$ cat src/rtl/ilvc_pkg.sv
`timescale 1ns / 1ps
`default_nettype none
package ilvc_pkg;

   localparam int CpWidth = 21;
   localparam int BcWidth = 5;
   localparam int RsnWidth = 3;

   localparam logic [CpWidth-1:0] ZwnjCp = 21'h0200c;
   localparam logic [CpWidth-1:0] ZwjCp  = 21'h0200d;

   localparam logic [BcWidth-1:0] BcBn  = 5'd1;
   localparam logic [BcWidth-1:0] BcCs  = 5'd2;
   localparam logic [BcWidth-1:0] BcEs  = 5'd3;
   localparam logic [BcWidth-1:0] BcOn  = 5'd4;
   localparam logic [BcWidth-1:0] BcEn  = 5'd5;
   localparam logic [BcWidth-1:0] BcL   = 5'd6;
   localparam logic [BcWidth-1:0] BcR   = 5'd7;
   localparam logic [BcWidth-1:0] BcNsm = 5'd8;
   localparam logic [BcWidth-1:0] BcAl  = 5'd9;
   localparam logic [BcWidth-1:0] BcAn  = 5'd10;
   localparam logic [BcWidth-1:0] BcEt  = 5'd11;

   localparam logic [1:0] JvUndecided = 2'd0;
   localparam logic [1:0] JvPass      = 2'd1;
   localparam logic [1:0] JvFail      = 2'd2;
   localparam logic [1:0] JvWaitRight = 2'd3;

   localparam logic [RsnWidth-1:0] RsnNone    = 3'd0;
   localparam logic [RsnWidth-1:0] RsnLeadCmb = 3'd1;
   localparam logic [RsnWidth-1:0] RsnJoiner  = 3'd2;
   localparam logic [RsnWidth-1:0] RsnOnlyNsm = 3'd3;
   localparam logic [RsnWidth-1:0] RsnBidi    = 3'd4;

   // character properties from the rom lookup
   typedef struct packed {
      logic virama;
      logic left_or_dual;
      logic right_or_dual;
      logic zwnj;
      logic zwj;
   } cp_props_type;

   // per-label running state
   typedef struct packed {
      logic               at_start;
      logic               lead_cmb;
      logic [BcWidth-1:0] lead_class;
      logic [1:0]         jv;
      logic               prev_virama;
      logic               seen_lod;
      logic               rtl_present;
      logic               ltr_broken;
      logic               rtl_broken;
      logic               en_seen;
      logic               an_seen;
      logic [BcWidth-1:0] tail_class;
      logic               any_non_nsm;
   } lbl_state_type;

   function automatic logic is_virama(input logic [CpWidth-1:0] c);
      case (c)
         21'h094D, 21'h09CD, 21'h0A4D, 21'h0ACD, 21'h0B4D, 21'h0BCD, 21'h0C4D,
         21'h0CCD, 21'h0D3B, 21'h0D3C, 21'h0D4D, 21'h0DCA, 21'h0E3A, 21'h0EBA,
         21'h0F84, 21'h1039, 21'h103A, 21'h1714, 21'h1734, 21'h17D2, 21'h1A60,
         21'h1B44, 21'h1BAA, 21'h1BAB, 21'h1BF2, 21'h1BF3, 21'h2D7F, 21'hA806,
         21'hA82C, 21'hA8C4, 21'hA953, 21'hA9C0, 21'hAAF6, 21'hABED, 21'h10A3F,
         21'h11046, 21'h1107F, 21'h110B9, 21'h11133, 21'h11134, 21'h111C0,
         21'h11235, 21'h112EA, 21'h1134D, 21'h11442, 21'h114C2, 21'h115BF,
         21'h1163F, 21'h116B6, 21'h1172B, 21'h11839, 21'h1193D, 21'h1193E,
         21'h119E0, 21'h11A34, 21'h11A47, 21'h11A99, 21'h11C3F, 21'h11D44,
         21'h11D45, 21'h11D97: is_virama = 1'b1;
         default: is_virama = 1'b0;
      endcase
   endfunction

   function automatic logic is_right(input logic [CpWidth-1:0] c);
      case (c)
         21'h622, 21'h623, 21'h624, 21'h625, 21'h627, 21'h629, 21'h62f, 21'h630,
         21'h631, 21'h632, 21'h648, 21'h671, 21'h672, 21'h673, 21'h675, 21'h676,
         21'h677, 21'h688, 21'h689, 21'h68a, 21'h68b, 21'h68c, 21'h68d, 21'h68e,
         21'h68f, 21'h690, 21'h691, 21'h692, 21'h693, 21'h694, 21'h695, 21'h696,
         21'h697, 21'h698, 21'h699, 21'h6c0, 21'h6c3, 21'h6c4, 21'h6c5, 21'h6c6,
         21'h6c7, 21'h6c8, 21'h6c9, 21'h6ca, 21'h6cb, 21'h6cd, 21'h6cf, 21'h6d2,
         21'h6d3, 21'h6d5, 21'h6ee, 21'h6ef, 21'h710, 21'h715, 21'h716, 21'h717,
         21'h718, 21'h719, 21'h71e, 21'h728, 21'h72a, 21'h72c, 21'h72f, 21'h74d,
         21'h759, 21'h75a, 21'h75b, 21'h854, 21'h8aa, 21'h8ab, 21'h8ac:
            is_right = 1'b1;
         default: is_right = 1'b0;
      endcase
   endfunction

   function automatic logic is_dual(input logic [CpWidth-1:0] c);
      logic s;
      case (c)
         21'h620, 21'h626, 21'h628, 21'h62a, 21'h62b, 21'h62c, 21'h62d, 21'h62e,
         21'h649, 21'h64a, 21'h66e, 21'h66f, 21'h6c1, 21'h6c2, 21'h6cc, 21'h6ce,
         21'h6d0, 21'h6d1, 21'h6fa, 21'h6fb, 21'h6fc, 21'h6ff, 21'h712, 21'h713,
         21'h714, 21'h729, 21'h72b, 21'h72d, 21'h72e, 21'h74e, 21'h74f, 21'h855,
         21'h8a0, 21'h1807, 21'h18aa: s = 1'b1;
         default: s = 1'b0;
      endcase
      is_dual = s
         || (c >= 21'h633 && c <= 21'h63f) || (c >= 21'h641 && c <= 21'h647)
         || (c >= 21'h678 && c <= 21'h687) || (c >= 21'h69a && c <= 21'h6bf)
         || (c >= 21'h71a && c <= 21'h71d) || (c >= 21'h71f && c <= 21'h727)
         || (c >= 21'h750 && c <= 21'h758) || (c >= 21'h75c && c <= 21'h766)
         || (c >= 21'h850 && c <= 21'h853) || (c >= 21'h8a2 && c <= 21'h8a9)
         || (c >= 21'h1820 && c <= 21'h1877) || (c >= 21'h1887 && c <= 21'h18a8)
         || (c >= 21'hA840 && c <= 21'hA871);
   endfunction

endpackage
`default_nettype wire

$ cat src/rtl/ilvc_cp_lookup.sv
`timescale 1ns / 1ps
`default_nettype none
module ilvc_cp_lookup (
   input  wire logic [ilvc_pkg::CpWidth-1:0] char_cp,
   output ilvc_pkg::cp_props_type            props
);
   logic dual;

   assign dual = ilvc_pkg::is_dual(char_cp);

   always_comb begin
      props.virama        = ilvc_pkg::is_virama(char_cp);
      props.left_or_dual  = dual || (char_cp == 21'hA872);
      props.right_or_dual = dual || ilvc_pkg::is_right(char_cp);
      props.zwnj          = char_cp == ilvc_pkg::ZwnjCp;
      props.zwj           = char_cp == ilvc_pkg::ZwjCp;
   end
endmodule
`default_nettype wire

$ cat src/rtl/ilvc_label_state.sv
`timescale 1ns / 1ps
`default_nettype none
module ilvc_label_state (
   input  wire ilvc_pkg::lbl_state_type                cur,
   input  wire ilvc_pkg::cp_props_type                 props,
   input  wire logic [ilvc_pkg::BcWidth-1:0]           bidi_class,
   input  wire logic                                   is_combining,
   input  wire logic                                   last_in_label,
   output ilvc_pkg::lbl_state_type                     nxt,
   output logic                                        label_valid,
   output logic [ilvc_pkg::RsnWidth-1:0]               fail_reason
);
   logic first, in_ltr, in_rtl_only, is_mark, bidi_ok;
   logic [ilvc_pkg::BcWidth-1:0] fd, ld;

   always_comb begin
      first = cur.at_start;
      nxt = cur;
      if (first) begin
         nxt.lead_cmb   = is_combining;
         nxt.lead_class = bidi_class;
      end
      unique case (cur.jv)
         ilvc_pkg::JvWaitRight: begin
            if (props.right_or_dual) nxt.jv = ilvc_pkg::JvPass;
         end
         ilvc_pkg::JvUndecided: begin
            if (props.zwnj) begin
               if (!first && cur.prev_virama) nxt.jv = ilvc_pkg::JvPass;
               else if (first || last_in_label) nxt.jv = ilvc_pkg::JvFail;
               else nxt.jv = cur.seen_lod ? ilvc_pkg::JvWaitRight : ilvc_pkg::JvFail;
            end else if (props.zwj) begin
               nxt.jv = (!first && cur.prev_virama) ? ilvc_pkg::JvPass : ilvc_pkg::JvFail;
            end
         end
         default: ;
      endcase
      if (props.left_or_dual) nxt.seen_lod = 1'b1;
      nxt.prev_virama = props.virama;

      case (bidi_class)
         ilvc_pkg::BcL, ilvc_pkg::BcEn, ilvc_pkg::BcEs, ilvc_pkg::BcCs,
         ilvc_pkg::BcEt, ilvc_pkg::BcOn, ilvc_pkg::BcBn, ilvc_pkg::BcNsm:
            in_ltr = 1'b1;
         default: in_ltr = 1'b0;
      endcase
      is_mark = bidi_class == ilvc_pkg::BcR || bidi_class == ilvc_pkg::BcAl
         || bidi_class == ilvc_pkg::BcAn;
      in_rtl_only = is_mark || (in_ltr && bidi_class != ilvc_pkg::BcL);
      if (is_mark) nxt.rtl_present = 1'b1;
      if (!in_ltr) nxt.ltr_broken = 1'b1;
      if (!in_rtl_only) nxt.rtl_broken = 1'b1;
      if (bidi_class == ilvc_pkg::BcEn) nxt.en_seen = 1'b1;
      if (bidi_class == ilvc_pkg::BcAn) nxt.an_seen = 1'b1;
      if (bidi_class != ilvc_pkg::BcNsm) begin
         nxt.tail_class = bidi_class;
         nxt.any_non_nsm = 1'b1;
      end
      nxt.at_start = 1'b0;

      // verdict from the updated flags
      fd = nxt.lead_class;
      ld = nxt.tail_class;
      if (!nxt.rtl_present) bidi_ok = 1'b1;
      else if (fd == ilvc_pkg::BcL)
         bidi_ok = !nxt.ltr_broken && (ld == ilvc_pkg::BcL || ld == ilvc_pkg::BcEn);
      else if (fd != ilvc_pkg::BcR && fd != ilvc_pkg::BcAl) bidi_ok = 1'b0;
      else if (nxt.rtl_broken) bidi_ok = 1'b0;
      else if (nxt.en_seen && nxt.an_seen) bidi_ok = 1'b0;
      else bidi_ok = ld == ilvc_pkg::BcR || ld == ilvc_pkg::BcAl
         || ld == ilvc_pkg::BcAn || ld == ilvc_pkg::BcEn;

      label_valid = 1'b1;
      fail_reason = ilvc_pkg::RsnNone;
      if (nxt.lead_cmb) begin
         label_valid = 1'b0; fail_reason = ilvc_pkg::RsnLeadCmb;
      end else if (nxt.jv == ilvc_pkg::JvPass) begin
         label_valid = 1'b1;
      end else if (nxt.jv != ilvc_pkg::JvUndecided) begin
         label_valid = 1'b0; fail_reason = ilvc_pkg::RsnJoiner;
      end else if (!nxt.any_non_nsm) begin
         label_valid = 1'b0; fail_reason = ilvc_pkg::RsnOnlyNsm;
      end else if (!bidi_ok) begin
         label_valid = 1'b0; fail_reason = ilvc_pkg::RsnBidi;
      end
   end
endmodule
`default_nettype wire

$ cat src/rtl/idna_label_validity_check_unit.sv
`timescale 1ns / 1ps
`default_nettype none
// Checks one idna label, one code point per transfer, with bidi class and
// combining flag supplied upstream. Input transfers are registered, then
// rom lookups and the flag update run combinationally into the label state
// and an output register; a verdict transfer comes out only for the code
// point marked last, from the output register once that code point has left
// the input register. Throughput is one code point per cycle; the input
// stalls only when the output register is full and the result side is
// stalling.
module idna_label_validity_check_unit (
   input  wire logic                             clock,
   input  wire logic                             reset,
   input  wire logic                             req_valid,
   output logic                                  req_stall,
   input  wire logic [ilvc_pkg::CpWidth-1:0]     req_code_point,
   input  wire logic [ilvc_pkg::BcWidth-1:0]     req_bidi_class,
   input  wire logic                             req_is_combining,
   input  wire logic                             req_last_in_label,
   output logic                                  rsp_valid,
   input  wire logic                             rsp_stall,
   output logic                                  rsp_label_valid,
   output logic [ilvc_pkg::RsnWidth-1:0]         rsp_fail_reason
);
   logic                          in_vld_ff;
   logic [ilvc_pkg::CpWidth-1:0]  cp_ff;
   logic [ilvc_pkg::BcWidth-1:0]  bc_ff;
   logic                          cmb_ff, last_ff;
   ilvc_pkg::lbl_state_type       st_ff, st_in, st_nxt, st_reset;
   ilvc_pkg::cp_props_type        props;
   logic                          v_in;
   logic [ilvc_pkg::RsnWidth-1:0] r_in;
   logic                          out_vld_ff, out_vld_in, lv_ff;
   logic [ilvc_pkg::RsnWidth-1:0] rsn_ff;
   logic                          advance, req_xfer;

   always_comb begin
      st_reset = '0;
      st_reset.at_start = 1'b1;
   end

   // stage 1 moves whenever the output slot is free or draining
   assign advance  = !out_vld_ff || !rsp_stall;
   assign req_stall = !advance;
   assign req_xfer = req_valid && advance;

   ilvc_cp_lookup u_lookup (.char_cp(cp_ff), .props(props));

   ilvc_label_state u_state (
      .cur(st_ff), .props(props), .bidi_class(bc_ff), .is_combining(cmb_ff),
      .last_in_label(last_ff), .nxt(st_nxt), .label_valid(v_in),
      .fail_reason(r_in)
   );

   always_comb begin
      st_in = st_ff;
      out_vld_in = out_vld_ff && rsp_stall;
      if (in_vld_ff && advance) begin
         st_in = last_ff ? st_reset : st_nxt;
         out_vld_in = last_ff;
      end
   end

   always_ff @(posedge clock) begin
      if (reset) begin
         in_vld_ff  <= 1'b0;
         out_vld_ff <= 1'b0;
         st_ff      <= st_reset;
      end else begin
         if (advance) in_vld_ff <= req_valid;
         out_vld_ff <= out_vld_in;
         st_ff      <= st_in;
      end
      if (req_xfer) begin
         cp_ff   <= req_code_point;
         bc_ff   <= req_bidi_class;
         cmb_ff  <= req_is_combining;
         last_ff <= req_last_in_label;
      end
      if (in_vld_ff && advance && last_ff) begin
         lv_ff  <= v_in;
         rsn_ff <= r_in;
      end
   end

   assign rsp_valid       = out_vld_ff;
   assign rsp_label_valid = lv_ff;
   assign rsp_fail_reason = rsn_ff;

   a_valid_means_zero_reason: assert property (@(posedge clock) disable iff (reset)
      rsp_valid |-> (rsp_label_valid == (rsp_fail_reason == ilvc_pkg::RsnNone)))
      else $error("verdict and reason disagree");
   a_state_cleared_after_last: assert property (@(posedge clock) disable iff (reset)
      (in_vld_ff && advance && last_ff) |=> st_ff.at_start)
      else $error("label state not cleared after last code point");
   a_stall_only_when_full: assert property (@(posedge clock) disable iff (reset)
      req_stall |-> (out_vld_ff && rsp_stall))
      else $error("input stalled without a waiting result");
endmodule
`default_nettype wire
$ cat config.mk
export PLATFORM = sky130hd
export DESIGN_NAME = idna_label_validity_check_unit
export DESIGN_NICKNAME = d
export VERILOG_FILES = /design/src/rtl/ilvc_pkg.sv /design/src/rtl/ilvc_cp_lookup.sv /design/src/rtl/ilvc_label_state.sv /design/src/rtl/idna_label_validity_check_unit.sv
export SDC_FILE = /design/constraint.sdc
export NUM_CORES = 1
export LEC_CHECK = 0
export ABC_AREA = 1
export BUFFER_PORTS_ARGS = -buffer_cell sky130_fd_sc_hd__buf_2
export CAP_MARGIN = 10
export CORE_MARGIN = 2
export CORE_UTILIZATION = 63
export CTS_BUF_LIST = sky130_fd_sc_hd__clkbuf_8
export DETAILED_ROUTE_END_ITERATION = 6
export HOLD_SLACK_MARGIN = 0.05
export PLACE_DENSITY = 0.83
export SYNTH_ARGS = -nofsm -noshare
export SYNTH_HDL_FRONTEND = slang
export SYNTH_SLANG_ARGS = --single-unit
$ cat constraint.sdc
create_clock -name clock -period 2.2 [get_ports clock]
set_input_delay 0.44 -clock clock [delete_from_list [all_inputs] [get_ports clock]]
set_output_delay 0.44 -clock clock [all_outputs]
set_load 0.02 [all_outputs]
==> impl_results.md, run 1 <==
- Maximum level of the CTS H-tree: 3
- Clock Root Buffer: sky130_fd_sc_hd__clkbuf_8
- Share of synthesized registers carrying an async set or reset: 0
- Yosys reg bits: 57
- Area of the mapped netlist: 5090 um2
- Run status: stopped before the end
- Count of input and output buffers: 37
- Initial core utilization: 0.655
- Cell types occupying the most area after synthesis: sky130_fd_sc_hd__edfxtp_1 (19%), sky130_fd_sc_hd__nand2_1 (18%), sky130_fd_sc_hd__nor2_1 (11%)
- Clock buffers created by TritonCTS: 9
- Type of the worst endpoint after the last repair: register input
- Io pins: 38
- Overall die width: 93.9 um
- Synthesized instance count: 850
- Number of synthesized flops with an enable pin: 32
- Syn nets: 886
- Cell taking the most area after synthesis: sky130_fd_sc_hd__edfxtp_1
- Hold bufs inserted after CTS: 0
- Placer's final routability congestion estimate: 1.19
- Clock tree buffer depth: 2
- Overall fraction of global-route tracks in use: 0.958
- Halt point of the flow: global routing (5_1_grt)
- Leading post-synthesis cells by instance count: sky130_fd_sc_hd__nand2_1 (241), sky130_fd_sc_hd__nor2_1 (147), sky130_fd_sc_hd__inv_1 (89)
- Fraction of synthesized cell area taken by the top area cell type: 0.189
- Row count: 32
- Pre-CTS setup slack: -0.286 ns
- Dpl hpwl: 15,000 um
- Post-Syn Area per Cell: 5.99 um2
- Synth cell types: 39
- Number of sinks driven by the clock tree: 57
- Worst EP post-GRT repair: rsp_fail_reason[1]$_SDFFCE_PP0P_/D
- Sequential-to-total area share from yosys stat: 0.287
- Largest net degree at the start of global routing: 26
- Ys Warns: 0
- Remaining Overflow, GRT: 506
- Most used standard cell by instance count after synthesis: sky130_fd_sc_hd__nand2_1
- First reported error: [ERROR GRT-0232] Routing congestion too high. Check the congestion heatmap in the GUI.
- Dominant synthesized flop cell: sky130_fd_sc_hd__edfxtp_1
- Vertical die dimension: 93.9 um
repair_timing:
action	CTS
setup buffers	27
setup endpoints to repair	7
pin swaps	14
gates resized for setup	72
cloned	0
kinds of logic after synthesis:
group	Yosys count	share of synthesized area
AOI/OAI and AO/OA	110	0.129
and+or+nand+nor	559	0.477
buffers and inverters	119	0.0956
DFF	57	0.287
adders and majority gates	4	0.00983
muxes	1	0.00197
metrics by stage:
stage | TNS, ns | cell area (um2) | instances | hold slack, ns | utilization
floorplan | 0 | 5090 | 850 | 0.437 | -
global placement | -0.661 | 6440 | 1122 | 0.447 | 0.829
detailed placement | -1.23 | 6440 | 1122 | 0.457 | 0.829
CTS | -0.412 | 7050 | 1165 | 0.253 | 0.908
metal layers:
layer,overflow,track usage
met2,365,1.20
met5,0,0.353
met1,12,0.879
met4,126,1.08
met3,3,0.754
==> inputs of run 2 (changes only) <==
--- a/config.mk
+++ b/config.mk
@@ -9,11 +9,9 @@
 export BUFFER_PORTS_ARGS = -buffer_cell sky130_fd_sc_hd__buf_2
 export CAP_MARGIN = 10
 export CORE_MARGIN = 2
-export CORE_UTILIZATION = 63
-export CTS_BUF_LIST = sky130_fd_sc_hd__clkbuf_8
+export CORE_UTILIZATION = 40
 export DETAILED_ROUTE_END_ITERATION = 6
-export HOLD_SLACK_MARGIN = 0.05
-export PLACE_DENSITY = 0.83
+export PLACE_DENSITY_LB_ADDON = 0.15
 export SYNTH_ARGS = -nofsm -noshare
 export SYNTH_HDL_FRONTEND = slang
 export SYNTH_SLANG_ARGS = --single-unit
==> impl_results.md, run 2 <==
- Initial antenna violation count: 0
- Initial core utilization: 0.407 (-0.249)
- Pre-CTS setup slack: -0.401 ns (-0.114 ns)
- Dpl hpwl: 16,600 um (+11%)
- Growth of design area from synthesis to finish: 58.4%
- Most used cells in the layout excluding fill and tap cells: sky130_fd_sc_hd__nand2_1 (210), sky130_fd_sc_hd__buf_4 (193), sky130_fd_sc_hd__nor2_1 (103)
- Count of input and output buffers: 37 (unchanged)
- Unrepaired setup endpoints after global routing: true
- Clock buffers created by TritonCTS: 9 (unchanged)
- Remaining Overflow, GRT: 0
- Leading post-synthesis cells by instance count: sky130_fd_sc_hd__nand2_1 (241), sky130_fd_sc_hd__nor2_1 (147), sky130_fd_sc_hd__inv_1 (89)
- Transition time at the pin with the least slew margin: 0.449 ns
- Arrival @ worst endpoint: 2.56 ns
- TritonCTS clock tree: built
- Synthesized instance count: 850 (unchanged)
- Register name with the most flops: st_ff
- Synth cell types: 39 (unchanged)
- Global Route met3 Usage: 0.0505
- Total Neg Setup Slack: -1.09 ns
- Die outline area: 13,600 um2
- Post-detailed-route count of antenna-violating nets: 0
- Final max-slew violation count: 0
- Cell types occupying the most area after synthesis: sky130_fd_sc_hd__edfxtp_1 (19%), sky130_fd_sc_hd__nand2_1 (18%), sky130_fd_sc_hd__nor2_1 (11%)
- Final Hold Viols: 0
- Largest net degree at the start of global routing: 25
- Post-Syn Area per Cell: 5.99 um2 (unchanged)
- Met1 track utilization from global routing: 0.452
- Io pins: 38 (unchanged)
- Dominant synthesized flop cell: sky130_fd_sc_hd__edfxtp_1
- Core Region: 12,500 um2
- Skew-Pair Late Insertion Delay: 0.34 ns
- Cell taking the most area after synthesis: sky130_fd_sc_hd__edfxtp_1
- Most common library cell in the layout ignoring fill and taps: sky130_fd_sc_hd__nand2_1
- Run status: finished with violations
- Static Leakage: 0.00383 uW
- Most used standard cell by instance count after synthesis: sky130_fd_sc_hd__nand2_1
- Vertical die dimension: 117 um (+24%)
- Ys Warns: 0 (unchanged)
- Row count: 41 (+28%)
- Clock Root Buffer: sky130_fd_sc_hd__clkbuf_16
- Maximum clock frequency: 406 MHz
- Number of synthesized flops with an enable pin: 32 (unchanged)
- Tightest slew margin relative to the limit: 0.698
- Share of synthesized registers carrying an async set or reset: 0 (unchanged)
- Critical Path Fanout Max: 6
- DRC violation total after the first TritonRoute iteration: 675
- Largest registers ranked by flip-flop count: st_ff x22, cp_ff x21, bc_ff x5
- Vias/cell: 5.33
- Drt first pass iters: 5
- Highest-utilization routing layer at the global route stage: met2
- Worst setup path class: register to register
- Yosys reg bits: 57 (unchanged)
- Fraction of synthesized cell area taken by the top area cell type: 0.189 (unchanged)
- WL per Instance: 16.8 um
- Failing checks: setup timing
- PD cells: 455 nW/um2
- Via count of the first global-routing pass: 6,196
- Met2 track demand over resource in global routing: 0.495
- Fraction of layout instances using a drive strength above 1: 0.396
- Routed Wire Length: 21,500 um
- Overall die width: 117 um (+24%)
- Worst Path Required: 2.30 ns
- Area of the mapped netlist: 5090 um2 (unchanged)
- Final critical path time including I/O delays and setup: 2.46 ns
- Largest register FFs: 22
- Clock tree buffer depth: 2 (unchanged)
- Overall fraction of global-route tracks in use: 0.319
- Number of max-cap violations: 0
- Highest ir drop seen on vdd: 0.000532 V
- Path category of the worst min-delay check: primary input to register
- Setup WS post-layout: -0.262 ns
- Clock edge transition at the registers on the reported setup and hold paths: 0.06 ns
- Number of placed cells counting well taps: 1,237 (+10%)
- Sequential-to-total area share from yosys stat: 0.287 (unchanged)
- DRC violations left: 0
- Global-route wire length before repair: 33,100 um
- Fin util: 0.644
- Number of sinks driven by the clock tree: 57 (unchanged)
- CP Launch Type: register
- Number of nets in the finished design: 1,139
- Maximum level of the CTS H-tree: 3 (unchanged)
- Number of failing setup endpoints in the final timing report: 5
- Placer's final routability congestion estimate: 1.01 (-15%)
- Antenna Diode Count: 0
- Kind of end point of the critical path: register
- Via count: 6,824
- Syn nets: 886 (unchanged)
- Filler-free cell count of the finished design: 1,280
- Post-route clock skew: 0.0126 ns
- Fraction of the cycle the final worst path needs: 1.12
run 2: cell counts after synthesis:
Identical to the previous run, type by type.
run 2: per-layer routing:
layer  part of all wire  up-vias
li1                   -     3348
met1               0.45     3117
met2               0.45      299
met3              0.071       60
met4              0.036        0
met5                  0        -
run 2: stage by stage:
stage / hold slack [ns] / cell area [um2] / power, uW
after floorplan: 0.437 / 5090 / 1560
after global routing: 0.268 / 8070 / 3810
after CTS: 0.266 / 7530 / 3590
final: 0.277 / 8070 / 3670
after global placement: 0.450 / 6870 / 1930
after detailed placement: 0.455 / 6870 / 1920
run 2: power breakdown:
group	internal, uW	switching, uW
clock	1070	545
combinational	349	476
sequential	1180	41.3
run 2: worst paths after layout:
check                    startpoint                            end  depth (start not counted)  slack [ns]
min               req_last_in_label              last_ff$_DFFE_PP_                          1        0.28
max             cp_ff[20]$_DFFE_PP_  rsp_label_valid$_SDFFCE_PP0P_                         16       -0.26
min reg2reg  st_ff[11]$_SDFFE_PP0P_         st_ff[11]$_SDFFE_PP0P_                          2        0.47
max reg2reg     cp_ff[20]$_DFFE_PP_  rsp_label_valid$_SDFFCE_PP0P_                         16       -0.26
run 2: final cells by class:
type	instances	area, um2
fillers	1206	4450
multi-input cells	674	3660
repair buffers	263	2000
flip-flops and latches	57	1460
inverters	98	380
clock buffers	10	250
well taps	172	215
clock inverters	6	95.1
run 2: kinds of logic after synthesis:
group / count (synthesis) / share of synthesized area
muxes: 1 / 0.00197
adders and majority gates: 4 / 0.00983
and+or+nand+nor: 559 / 0.477
buffers and inverters: 119 / 0.0956
DFF: 57 / 0.287
AOI/OAI and AO/OA: 110 / 0.129
run 2: timing repair:
item / 4_1_cts / 5_1_grt
cloned: 1 / 1
resized for setup: 76 / 130
pin swaps: 27 / 39
setup buffers: 12 / 13
hold buffers: 0 / 0
endpoints found under the setup margin: 7 / 8
run 2: critical path: stages, from the launching register on:
cell,delay [ns]
sky130_fd_sc_hd__edfxtp_1,0.40
sky130_fd_sc_hd__nor2_2,0.16
sky130_fd_sc_hd__nand2_2,0.08
sky130_fd_sc_hd__buf_6,0.13
sky130_fd_sc_hd__nor2_4,0.22
sky130_fd_sc_hd__buf_6,0.17
sky130_fd_sc_hd__nand4_1,0.07
sky130_fd_sc_hd__nand3_1,0.08
sky130_fd_sc_hd__nand2_1,0.05
sky130_fd_sc_hd__nand2_1,0.06
sky130_fd_sc_hd__nand2_1,0.11
sky130_fd_sc_hd__nor2_2,0.15
sky130_fd_sc_hd__nand4_1,0.20
sky130_fd_sc_hd__nand2_2,0.13
sky130_fd_sc_hd__nand2_2,0.08
sky130_fd_sc_hd__o21ai_1,0.08
sky130_fd_sc_hd__nor2_1,0.05
Power figures use the tool's default switching activity.
==> inputs of run 3 (changes only) <==
--- a/config.mk
+++ b/config.mk
@@ -5,7 +5,6 @@
 export SDC_FILE = /design/constraint.sdc
 export NUM_CORES = 1
 export LEC_CHECK = 0
-export ABC_AREA = 1
 export BUFFER_PORTS_ARGS = -buffer_cell sky130_fd_sc_hd__buf_2
 export CAP_MARGIN = 10
 export CORE_MARGIN = 2
==> impl_results.md, run 3 <==
- PD cells: 466 nW/um2 (+2.5%)
- Combinational family with the most area after synthesis: simple AND/OR/NAND/NOR gates
- Ys Warns: 0 (unchanged)
- Worst hold slack after final layout: 0.274 ns (-0.00258 ns)
- Vertical die dimension: 114 um (-2.2%)
- Antenna Diode Count: 0 (unchanged)
- Row count: 40 (-2.4%)
- Die outline area: 13,100 um2 (-4.3%)
- XOR/XNOR Fraction of Synth Area: 0.00720 (+0.00720)
- Hold bufs inserted after CTS: 0 (unchanged)
- Kind of end point of the critical path: register
- Worst reg-to-reg path cell count: 10 (-6)
- Post-route design area: 7800 um2 (-3.3%)
- Clock buffers created by TritonCTS: 9 (unchanged)
- Number of nets in the finished design: 894 (-22%)
- Fraction of the cycle the final worst path needs: 1.23 (+0.112)
- Number of instances on the worst hold path: 1 (unchanged)
- Overall die width: 114 um (-2.2%)
- Final max-slew violation count: 0 (unchanged)
- Share of synthesized registers carrying an async set or reset: 0 (unchanged)
- Initial core utilization: 0.407 (about the same)
- Failing checks: setup timing
- Post-route clock skew: 0.00865 ns (-0.00392 ns)
- Drt first pass iters: 5 (unchanged)
- Routed Wire Length: 22,100 um (+2.8%)
- Largest registers ranked by flip-flop count: st_ff x22, cp_ff x21, bc_ff x5
- DRC violation total after the first TritonRoute iteration: 787 (+17%)
- Largest net degree at the start of global routing: 26 (+4.0%)
- Post-detailed-route count of antenna-violating nets: 0 (unchanged)
- Synth cell types: 76 (+95%)
- Proportion of synthesized area in mux cells: 0.0172 (+0.0153)
- Core Region: 12,000 um2 (-4.4%)
- Worst-path cell with the longest stage delay: sky130_fd_sc_hd__edfxtp_1
- Total Neg Setup Slack: -2.92 ns (-1.82 ns)
- Post-place instance area: 6710 um2 (-2.3%)
- Leading post-synthesis cells by instance count: sky130_fd_sc_hd__nor2_1 (70), sky130_fd_sc_hd__nand2_1 (54), sky130_fd_sc_hd__a21oi_1 (48)
- Worst Path Required: 2.40 ns (+0.10 ns)
- Dpl hpwl: 16,500 um (-0.39%)
- Filler-free cell count of the finished design: 1,010 (-21%)
- Clock edge transition at the registers on the reported setup and hold paths: 0.06 ns (about the same)
- Cell taking the most area after synthesis: sky130_fd_sc_hd__edfxtp_1
- Count of input and output buffers: 37 (unchanged)
- Final Hold Viols: 0 (unchanged)
- Most used cells in the layout excluding fill and tap cells: sky130_fd_sc_hd__buf_4 (212), sky130_fd_sc_hd__nor2_1 (68), sky130_fd_sc_hd__nand2_1 (51)
- Arrival @ worst endpoint: 2.91 ns (+0.35 ns)
- Number of sinks driven by the clock tree: 57 (unchanged)
- Run status: finished with violations
- Fraction of layout instances using a drive strength above 1: 0.440 (+0.0441)
- Number of max-cap violations: 0 (unchanged)
- Skew-Pair Late Insertion Delay: 0.34 ns (about the same)
- CP Launch Type: register
- Initial antenna violation count: 0 (unchanged)
- Setup WS post-layout: -0.508 ns (-0.246 ns)
- Worst setup path class: register to register
- Syn nets: 666 (-25%)
- Cell chain of the critical path: buf_6 > nand4b_1 > buf_4 > nor2_1 > a41o_1 > and2_1 > a2111oi_4 > o2111a_2 > nor4bb_2 > nor3_1
- DRC violations left: 0 (unchanged)
- Overall fraction of global-route tracks in use: 0.335 (+0.0166)
- Clock tree buffer depth: 2 (unchanged)
- Final critical path time including I/O delays and setup: 2.71 ns (+0.246 ns)
- TritonCTS clock tree: built
- Maximum level of the CTS H-tree: 3 (unchanged)
- Critical Path Fanout Max: 4 (-2)
- Vias/cell: 6.24 (+17%)
- Critical path's largest stage delay: 0.48 ns (+0.08 ns)
- Fraction of synthesized cell area taken by the top area cell type: 0.197 (+0.00874)
- Dominant synthesized flop cell: sky130_fd_sc_hd__edfxtp_1
- Synthesized instance count: 630 (-26%)
- Unrepaired setup endpoints after global routing: true
- Most common library cell in the layout ignoring fill and taps: sky130_fd_sc_hd__buf_4
- Most used standard cell by instance count after synthesis: sky130_fd_sc_hd__nor2_1
- Largest register FFs: 22 (unchanged)
- Area of the mapped netlist: 4870 um2 (-4.4%)
- Clock Root Buffer: sky130_fd_sc_hd__clkbuf_16
- Post-Synth Simple-Gate Area: 0.356 (-0.121)
- Global-route wire length before repair: 33,200 um (+0.29%)
- Io pins: 38 (unchanged)
- Post-Syn Area per Cell: 7.72 um2 (+29%)
- Highest ir drop seen on vdd: 0.000544 V (+2.2%)
- Sequential-to-total area share from yosys stat: 0.300 (+0.0133)
- Transition time at the pin with the least slew margin: 0.584 ns (+0.135 ns)
- Register name with the most flops: st_ff
- WL per Instance: 21.9 um (+30%)
- Fraction of the mapped netlist area in compound gates: 0.255 (+0.127)
- Cell types occupying the most area after synthesis: sky130_fd_sc_hd__edfxtp_1 (20%), sky130_fd_sc_hd__dfxtp_1 (10%), sky130_fd_sc_hd__nor2_1 (5.4%)
- Remaining Overflow, GRT: 0 (unchanged)
- Growth of design area from synthesis to finish: 60.3%
- Via count: 6,303 (-7.6%)
- Post-Synth Adder-Cell Area: 0.0103 (+0.000455)
- Path category of the worst min-delay check: primary input to register
- Number of synthesized flops with an enable pin: 32 (unchanged)
- Number of failing setup endpoints in the final timing report: 8 (+3)
- Number of placed cells counting well taps: 968 (-22%)
- Via count of the first global-routing pass: 5,915 (-4.5%)
- Yosys reg bits: 57 (unchanged)
- Tightest slew margin relative to the limit: 0.609 (-0.0885)
- Maximum clock frequency: 369 MHz (-9.1%)
- Static Leakage: 0.00310 uW (-19%)
- Placer's final routability congestion estimate: 1.02 (+0.65%)
[run 3: cell count changes in the layout (fill, tap and decap cells not counted), sizes merged, moves of 15 or more]
cell	previous run	this run
inv	99	17
nand2	247	54
nand2b	0	18
nand3	71	23
nand4	46	8
nor2	161	71
nor4	0	18
o21ai	41	26
[run 3: area by class of cell]
class | instances | area [um2]
clock inverter | 6 | 61.3
tap | 147 | 184
sequential | 57 | 1460
timing repair buffer | 272 | 2100
multi-input combinational | 504 | 3690
clock buffer | 10 | 250
inverter | 14 | 52.6
fill | 1042 | 4160
[run 3: metal layers]
metal / vias up / track usage / wire length [um]
li1: 2870 / - / -
met1: 3011 / 0.476 / 9570
met2: 355 / 0.505 / 9680
met3: 67 / 0.0588 / 2070
met4: 0 / 0.134 / 750
met5: - / 0 / 0
[run 3: kinds of logic after synthesis]
group                    after synthesis
multiplexers                           8
AND/OR/NAND/NOR                      307
flip-flops                            57
buffers and inverters                 69
XOR/XNOR                               4
AO/OA/AOI/OAI                        181
adder cells (fa/ha/maj)                4
[run 3: critical path: cells and delay by family (launching register included)]
family,cells,cell delay (ns)
buffers and inverters,2,0.33
flip-flops,1,0.48
AO/OA/AOI/OAI,3,0.93
AND/OR/NAND/NOR,5,0.83
[run 3: per-stage QoR]
stage / utilization / worst slack (ns) / power [uW]
2_1_floorplan: - / -0.331 / 1630
3_3_place_gp: 0.561 / -0.594 / 2050
3_5_place_dp: 0.561 / -0.591 / 2060
4_1_cts: 0.622 / -0.414 / 3580
5_1_grt: 0.652 / -0.622 / 3760
6_report: 0.652 / -0.508 / 3630
[run 3: repair_timing]
action | 4_1_cts | 5_1_grt
gates resized for setup | 68 | 45
buffers inserted | 16 | 13
hold endpoints to repair | 0 | 0
endpoints found under the setup margin | 8 | 8
cloned | 0 | 0
pin swaps | 27 | 23
[run 3: power breakdown]
part | switching [uW] | internal, uW
combinational | 505 | 425
clock | 528 | 945
sequential | 46.2 | 1190
[run 3: path summary, 6_finish.rpt]
path | from | end | slack (ns)
setup / recovery | cp_ff[8]$_DFFE_PP_ | st_ff[11]$_SDFFE_PP0P_ | -0.51
hold / removal | req_last_in_label | last_ff$_DFFE_PP_ | 0.27
setup reg to reg | cp_ff[8]$_DFFE_PP_ | st_ff[11]$_SDFFE_PP0P_ | -0.51
hold reg to reg | st_ff[0]$_SDFFE_PP0P_ | st_ff[0]$_SDFFE_PP0P_ | 0.46
